<file path="src/hdl/sdsu_pkg.sv">
`timescale 1ns / 1ps
// ----------------------------------------------------------------------------
// Shared double stack package
// Sizes, operation and status codes used by the stack unit and its RAM.
// ----------------------------------------------------------------------------
package sdsu_pkg;

  // Storage shape
  localparam int DEPTH  = 128;
  localparam int WIDTH  = 32;
  localparam int ADDR_W = $clog2(DEPTH);
  localparam int CNT_W  = $clog2(DEPTH + 1);

  // Interface field widths
  localparam int MODE_W = 3;
  localparam int DATA_W = 32;
  localparam int STAT_W = 2;
  localparam int CAP_W  = 8;

  localparam logic [CAP_W-1:0] CAP_RESET = CAP_W'(128);

  typedef enum logic [MODE_W-1:0] {
    MODE_PUSH_L = 3'd0,
    MODE_PUSH_R = 3'd1,
    MODE_POP_L  = 3'd2,
    MODE_POP_R  = 3'd3,
    MODE_PEEK_L = 3'd4,
    MODE_PEEK_R = 3'd5
  } mode_e;

  typedef enum logic [STAT_W-1:0] {
    ST_OK    = 2'd0,
    ST_FULL  = 2'd1,
    ST_EMPTY = 2'd2
  } status_e;

  // One access to the shared store
  typedef struct packed {
    logic              en;
    logic              we;
    logic [ADDR_W-1:0] addr;
    logic [WIDTH-1:0]  wdata;
  } mem_req_t;

endpackage

</file>
<file path="src/hdl/sdsu_ram.sv">
`timescale 1ns / 1ps
// ----------------------------------------------------------------------------
// Single-port RAM
// One read or write per cycle; read data registered.
// ----------------------------------------------------------------------------
module sdsu_ram #(
  parameter int DEPTH = 128,
  parameter int WIDTH = 32
) (
  input  logic                     clk_i,
  input  logic                     en_i,
  input  logic                     we_i,
  input  logic [$clog2(DEPTH)-1:0] addr_i,
  input  logic [WIDTH-1:0]         wdata_i,
  output logic [WIDTH-1:0]         rdata_o
);

  logic [WIDTH-1:0] mem [DEPTH];
  logic [WIDTH-1:0] rdata_q;

  always_ff @(posedge clk_i) begin
    if (en_i && we_i) begin
      mem[addr_i] <= wdata_i;
    end
  end

  always_ff @(posedge clk_i) begin
    if (en_i && !we_i) begin
      rdata_q <= mem[addr_i];
    end
  end

  assign rdata_o = rdata_q;

endmodule

</file>
<file path="src/hdl/shared_array_double_stack_unit.sv">
`timescale 1ns / 1ps
// ----------------------------------------------------------------------------
// Shared array double stack unit
// Two stacks in one RAM: left grows up from entry 0, right grows down from
// the entry below the configured capacity (saturated at the RAM depth). Push, pop and peek on either side.
// ----------------------------------------------------------------------------
//
//  channel  | handshake                      | payload
//  ---------+--------------------------------+-------------------------------
//  request  | start & !busy                  | mode, push_value
//  result   | result_valid_o (one cycle)     | read_value_o, status_o,
//           |                                | left_empty_o, right_empty_o
//  config   | cfg_valid_i & cfg_ready_o      | cfg_capacity_i
//
//  Cycles : one request per cycle unless busy; result in the cycle after
//           acceptance, set by the registered read port of the store RAM.
//  Reset  : both stacks empty, capacity 128. No clearing of the RAM: an
//           entry is only ever read after a push has written it.
//  Stalls : the receiver cannot stall. busy is high only while a config
//           write is offered; config is refused while a result is out.
//
// ----------------------------------------------------------------------------
module shared_array_double_stack_unit (
  input  logic                              clk_i,
  input  logic                              rst_ni,
  // request
  input  logic                              start,
  output logic                              busy,
  input  logic [sdsu_pkg::MODE_W-1:0]       mode_i,
  input  logic signed [sdsu_pkg::DATA_W-1:0] push_value_i,
  // result
  output logic                              result_valid_o,
  output logic signed [sdsu_pkg::DATA_W-1:0] read_value_o,
  output logic [sdsu_pkg::STAT_W-1:0]       status_o,
  output logic                              left_empty_o,
  output logic                              right_empty_o,
  // configuration
  input  logic                              cfg_valid_i,
  output logic                              cfg_ready_o,
  input  logic [sdsu_pkg::CAP_W-1:0]        cfg_capacity_i
);

  localparam int CNT_W  = sdsu_pkg::CNT_W;
  localparam int ADDR_W = sdsu_pkg::ADDR_W;

  // Control state
  logic [CNT_W-1:0]          left_count_q, left_count_d;
  logic [CNT_W-1:0]          right_count_q, right_count_d;
  logic [sdsu_pkg::CAP_W-1:0] capacity_q;
  logic                      result_valid_q;

  // Result payload
  sdsu_pkg::status_e         status_q, status_d;
  logic                      rd_sel_q, rd_sel_d;
  logic                      left_empty_q, right_empty_q;

  logic                      req_accept;
  logic                      cfg_accept;
  logic [CNT_W-1:0]          eff_cap;
  logic [CNT_W:0]            used;
  logic                      room;
  logic [CNT_W-1:0]          addr_full;
  sdsu_pkg::mem_req_t        mem_req;
  logic [sdsu_pkg::WIDTH-1:0] mem_rdata;

  assign busy        = cfg_valid_i;
  assign cfg_ready_o = !result_valid_q;
  assign req_accept  = start && !busy;
  assign cfg_accept  = cfg_valid_i && cfg_ready_o;

  // Capacity above the RAM depth saturates
  always_comb begin
    if (32'(capacity_q) > 32'(sdsu_pkg::DEPTH)) begin
      eff_cap = CNT_W'(sdsu_pkg::DEPTH);
    end else begin
      eff_cap = CNT_W'(capacity_q);
    end
  end

  assign used = {1'b0, left_count_q} + {1'b0, right_count_q};
  assign room = used < {1'b0, eff_cap};

  // Decode: at most one RAM access and pointer update per request
  always_comb begin
    left_count_d  = left_count_q;
    right_count_d = right_count_q;
    status_d      = sdsu_pkg::ST_OK;
    rd_sel_d      = 1'b0;
    addr_full     = '0;
    mem_req.en    = 1'b0;
    mem_req.we    = 1'b0;
    mem_req.wdata = sdsu_pkg::WIDTH'($unsigned(push_value_i));

    unique case (sdsu_pkg::mode_e'(mode_i))
      sdsu_pkg::MODE_PUSH_L: begin
        if (room) begin
          addr_full    = left_count_q;
          mem_req.en   = 1'b1;
          mem_req.we   = 1'b1;
          left_count_d = left_count_q + CNT_W'(1);
        end else begin
          status_d = sdsu_pkg::ST_FULL;
        end
      end
      sdsu_pkg::MODE_PUSH_R: begin
        if (room) begin
          addr_full     = eff_cap - CNT_W'(1) - right_count_q;
          mem_req.en    = 1'b1;
          mem_req.we    = 1'b1;
          right_count_d = right_count_q + CNT_W'(1);
        end else begin
          status_d = sdsu_pkg::ST_FULL;
        end
      end
      sdsu_pkg::MODE_POP_L, sdsu_pkg::MODE_PEEK_L: begin
        if (left_count_q == '0) begin
          status_d = sdsu_pkg::ST_EMPTY;
        end else begin
          addr_full  = left_count_q - CNT_W'(1);
          mem_req.en = 1'b1;
          rd_sel_d   = 1'b1;
          if (mode_i == sdsu_pkg::MODE_POP_L) begin
            left_count_d = left_count_q - CNT_W'(1);
          end
        end
      end
      sdsu_pkg::MODE_POP_R, sdsu_pkg::MODE_PEEK_R: begin
        if (right_count_q == '0) begin
          status_d = sdsu_pkg::ST_EMPTY;
        end else begin
          addr_full  = eff_cap - right_count_q;
          mem_req.en = 1'b1;
          rd_sel_d   = 1'b1;
          if (mode_i == sdsu_pkg::MODE_POP_R) begin
            right_count_d = right_count_q - CNT_W'(1);
          end
        end
      end
      default: begin
        // unused codes: no operation
      end
    endcase

    // Nothing moves unless the request is taken
    if (!req_accept) begin
      mem_req.en    = 1'b0;
      left_count_d  = left_count_q;
      right_count_d = right_count_q;
    end
    // A capacity write moves the right base, so both stacks are emptied
    if (cfg_accept) begin
      left_count_d  = '0;
      right_count_d = '0;
    end
    mem_req.addr = addr_full[ADDR_W-1:0];
  end

  // Store RAM: a push written at acceptance is visible to the next read,
  // so back-to-back push/pop of one entry needs no forwarding
  sdsu_ram #(
    .DEPTH (sdsu_pkg::DEPTH),
    .WIDTH (sdsu_pkg::WIDTH)
  ) u_ram (
    .clk_i   (clk_i),
    .en_i    (mem_req.en),
    .we_i    (mem_req.we),
    .addr_i  (mem_req.addr),
    .wdata_i (mem_req.wdata),
    .rdata_o (mem_rdata)
  );

  always_ff @(posedge clk_i or negedge rst_ni) begin
    if (!rst_ni) begin
      left_count_q   <= '0;
      right_count_q  <= '0;
      capacity_q     <= sdsu_pkg::CAP_RESET;
      result_valid_q <= 1'b0;
    end else begin
      left_count_q   <= left_count_d;
      right_count_q  <= right_count_d;
      result_valid_q <= req_accept;
      if (cfg_accept) begin
        capacity_q <= cfg_capacity_i;
      end
    end
  end

  always_ff @(posedge clk_i) begin
    if (req_accept) begin
      status_q      <= status_d;
      rd_sel_q      <= rd_sel_d;
      left_empty_q  <= (left_count_d == '0);
      right_empty_q <= (right_count_d == '0);
    end
  end

  // Read data comes straight off the RAM output register
  assign result_valid_o = result_valid_q;
  assign read_value_o   = rd_sel_q ? sdsu_pkg::DATA_W'(mem_rdata) : '0;
  assign status_o       = status_q;
  assign left_empty_o   = left_empty_q;
  assign right_empty_o  = right_empty_q;

  // Assertions
  a_fill_bound: assert property (@(posedge clk_i) disable iff (!rst_ni)
    used <= {1'b0, eff_cap})
    else $error("stacks overlap beyond capacity");

  a_result_follows: assert property (@(posedge clk_i) disable iff (!rst_ni)
    req_accept |=> result_valid_o)
    else $error("accepted request gave no result");

  a_full_holds: assert property (@(posedge clk_i) disable iff (!rst_ni)
    (req_accept && !cfg_accept && status_d == sdsu_pkg::ST_FULL)
      |=> (left_count_q == $past(left_count_q)
           && right_count_q == $past(right_count_q)))
    else $error("refused push moved a pointer");

  a_refused_zero: assert property (@(posedge clk_i) disable iff (!rst_ni)
    (result_valid_o && status_o != sdsu_pkg::ST_OK) |-> read_value_o == '0)
    else $error("refused request returned data");

  a_cfg_exclusive: assert property (@(posedge clk_i) disable iff (!rst_ni)
    !(req_accept && cfg_accept))
    else $error("config write taken together with a request");

endmodule
</file>
<file path="config.mk">
export PLATFORM = sky130hd
export DESIGN_NAME = shared_array_double_stack_unit
export DESIGN_NICKNAME = d
export VERILOG_FILES = /design/src/hdl/sdsu_pkg.sv /design/src/hdl/sdsu_ram.sv /design/src/hdl/shared_array_double_stack_unit.sv
export SDC_FILE = /design/constraint.sdc
export NUM_CORES = 2
export LEC_CHECK = 0
export BUFFER_PORTS_ARGS = -buffer_cell sky130_fd_sc_hd__buf_2
export CELL_PAD_IN_SITES_DETAIL_PLACEMENT = 1
export CELL_PAD_IN_SITES_GLOBAL_PLACEMENT = 2
export CORE_ASPECT_RATIO = 1.2
export CORE_MARGIN = 8
export CORE_UTILIZATION = 30
export DETAILED_ROUTE_END_ITERATION = 8
export HOLD_SLACK_MARGIN = 0.03
export PLACE_DENSITY_LB_ADDON = 0.1
export SYNTH_ARGS = -nofsm -noshare
export SYNTH_HDL_FRONTEND = slang
export SYNTH_SLANG_ARGS = --single-unit
</file>
<file path="constraint.sdc">
create_clock -name clk_i -period 8.51 [get_ports clk_i]
set_clock_uncertainty 0.2 [all_clocks]
set_input_delay 0.4255 -clock clk_i [delete_from_list [all_inputs] [get_ports clk_i]]
set_output_delay 0.4255 -clock clk_i [all_outputs]
set_load 0.005 [all_outputs]
</file>
==> key figures <==
Floorplan
  – Initial Util: 30.1%
  – Site Rows: between 200 and 300
  – Full die area: between 500000 and 600000 µm²
  – Core Region: 534000 µm²
  – Die Y: 817 µm
  – Io pins: 86
  – Die width: 684 µm

CTS
  – # clock sinks: 4158
  – Setup bufs post-CTS: 0
  – Num CTS Buffers: 450
  – TritonCTS clock tree: built
  – Root buffer cell: clkbuf_16
  – Clock Path Buffers: 4
  – Clock-pin slew on the worst setup and hold paths: 0.06 ns
  – Worst-skew pair later-pin latency: 1.03 ns
  – H-tree depth: 5

Timing
  – Slew margin rel.: -0.0207%
  – Min Tclk post-route: 8.26 ns
  – RSZ-0062 raised after global routing: false
  – Max Slew Vio Count: 1
  – Setup-failing EPs final: 0
  – Final hold viol count: 0
  – Setup tns final: 0 ns
  – Fmax: ~120 MHz
  – Tightest Pin Transition: 1.48 ns
  – Crit share post-route: 97.0%

Finish
  – Multi-input gate area: 33900 µm²
  – # fillers: 53014
  – Share of cells above drive strength 1: 16.6%
  – Commonest non-fill, non-tap cell in the layout: edfxtp_1
  – Synthesis-to-finish area growth: 19.1%
  – Most frequent cells in the layout: edfxtp_1, nand2_1, mux2i_1
  – Net count, final: 10286
  – Register area: 125000 µm²

Global routing
  – GRT Total Usage: a little under a quarter
  – Largest net degree at the start of global routing: 82
  – First-pass GRT wire length: 903000 µm
  – GRT Residual Overflow: 0
  – Initial antenna violation count: 83
  – Vias in the first global route: 99323

Drt
  – Wire per inst: around 38 µm
  – Final ANT Viol Nets: 0
  – Vias per inst: 5.44
  – Drt initial violations: 9712
  – Routed via count: 96437
  – DRT Wirelength: 676000 µm
  – Drt first pass iters: 8
  – DRC: 0

Setup path
  – Worst Setup End Kind: flop
  – Crit path max fanout: 24
  – WP data arrival: about 8.8 ns
  – Worst endpoint required time: 9.02 ns
  – Startpoint types: flop
  – WS Path Type: reg -> reg

Synthesis
  – Synth cell types: 91
  – Synth Instances: about 9500
  – Main synth FF type: edfxtp_1
  – Mean Syn Cell Area: 16.9 µm²
  – Yosys reg bits: 4158
  – Async set-reset flop share out of synthesis: 0.601%
  – Ys Warns: 0
  – Register area share after synthesis: 77.7%
  – Syn Nets: 9599
  – Number of synthesized flops with an enable pin: 4133
  – Mapped Area: 161000 µm²

Power
  – Leakage: 61.6 nW
  – Design Power: 0.0466 W
  – Maximum VDD drop: 0.176 mV
  – Power per cell area: 244 nW/µm²

Worst hold path
  – Worst hold path class: in -> reg

Placement
  – GPL Wtd Cong: roughly 0.8
  – Port bufs: 85
  – Detailed Place HPWL: ~410000 µm

Run status
  – Run status: complete, but fails checks
  – Failing checks: capacitance limit, slew limit

Job
  – Max-Cap Viols: 1
power breakdown:
part,switching (W),internal (W),total (W)
sequential,0.0000132,0.0226,0.0226
combinational,0.00351,0.00139,0.00491
clock,0.00834,0.0108,0.0191
total,0.0119,0.0347,0.0466
sequential cells by signal, summed over array words and instances, names as in the netlist, 2 cells and up:
name and count:
capacity_q 8, left_count_q 8, right_count_q 8, status_o 2, u_ram.mem 4096, u_ram.rdata_o 32
final cells by class:
| cell class | instances | area share [%] |
|---|---|---|
| antenna | 64 | 0.0838 |
| clock buffer | 548 | 6.12 |
| clock inverter | 271 | 1.21 |
| inverter | 26 | 0.0511 |
| multi-input combinational | 4694 | 17.7 |
| sequential | 4158 | 65.2 |
| tap | 7104 | 4.65 |
| timing repair buffer | 877 | 4.91 |
path summary, 6_finish.rpt:
kind | slack [ns] | start | cells after the start | endpoint
min in group asynchronous | 0.27 | rst_ni | 4 | right_count_q[5]
hold reg to reg | 0.53 | left_count_q[7] | 2 | left_count_q[7]
max in group asynchronous | 7.68 | rst_ni | 4 | result_valid_o
setup / recovery | 0.25 | left_count_q[1] | 26 | u_ram.rdata_o[27]
hold / removal | 0.14 | push_value_i[2] | 2 | u_ram.mem[113][2]
setup reg to reg | 0.25 | left_count_q[1] | 26 | u_ram.rdata_o[27]
through the flow:
stage	hold WS, ns	cells	util (%)	cell area, µm²	setup WS [ns]
5_1_grt	0.125	17713	35.8	191000	0.0313
3_3_place_gp	0.273	16778	33.0	176000	-0.907
2_1_floorplan	-0.0701	9520	-	161000	1.67
3_5_place_dp	0.267	16787	33.0	176000	0.0449
4_1_cts	0.0554	17678	35.8	191000	0.00994
6_report	0.136	17742	35.8	191000	0.252
worst max-delay path: stages, from the launching register on:
cell	delay, ns
dfrtp_1	0.51
ha_1	0.37
a21o_1	0.16
a21oi_1	0.24
o21bai_1	0.10
a21oi_1	0.23
o21bai_1	0.10
a21oi_1	0.19
xnor2_1	0.09
ha_1	0.33
inv_1	0.07
o21ai_0	0.54
nor3_2	0.08
buf_4	0.22
ha_1	0.21
nand2_1	0.09
o221ai_2	0.15
a31oi_4	0.51
buf_12	0.34
buf_4	0.38
mux2i_1	0.23
o2bb2ai_1	0.09
o31ai_1	0.45
o311ai_0	0.60
a211oi_2	0.99
buf_4	0.32
nand4_1	0.11
per-layer routing:
metal / global-route usage, % / part of all wire [%] / up-vias
met4: 7.06 / 3.2 / 14
met1: 30.7 / 42 / 52632
li1: - / - / 40156
met5: 0 / 0.013 / -
met3: 2.72 / 4.8 / 718
met2: 40.5 / 50 / 2917
timing repair:
action,CTS,global route
endpoints found under the setup margin,0,1
gates resized for setup,0,1
endpoints found under the hold margin,2245,0
hold buffers,72,0
cells in the mapped netlist (all sizes together) (11+ instances only):
master / instances / area [µm²]
nor4: 44 / 275
a32oi: 38 / 333
inv: 25 / 93.8
edfxtp: 4133 / 124000
a311oi: 23 / 201
and2: 35 / 219
xnor2: 14 / 123
ha: 29 / 363
a211oi: 112 / 846
a22o: 190 / 1660
clkbuf: 279 / 1050
o22a: 11 / 96.3
a222oi: 21 / 210
dfrtp: 24 / 601
nand3: 70 / 350
nor3: 39 / 215
nor2: 192 / 726
mux2: 69 / 777
a21o: 27 / 203
nand4: 38 / 238
a2111oi: 32 / 295
o21ai: 303 / 1520
buf: 363 / 2150
o22ai: 166 / 1040
a21oi: 545 / 2730
and3: 25 / 156
mux2i: 650 / 6510
a22oi: 199 / 1490
mux4: 48 / 1080
a221oi: 296 / 2600
nand2: 862 / 3240
a31oi: 164 / 1050
a31o: 21 / 184
o2bb2ai: 292 / 2560
logic make-up after synthesis:
| kind of cell | Yosys count | share of synthesized area (%) |
|---|---|---|
| flops | 4158 | 77.7 |
| xor+xnor | 20 | 0.109 |
| fa+ha+maj | 32 | 0.263 |
| buf+inv | 668 | 2.05 |
| mux | 767 | 5.21 |
| compound gates | 2533 | 11.1 |
| simple gates | 1342 | 3.56 |
(Power assumes the default switching activity.)
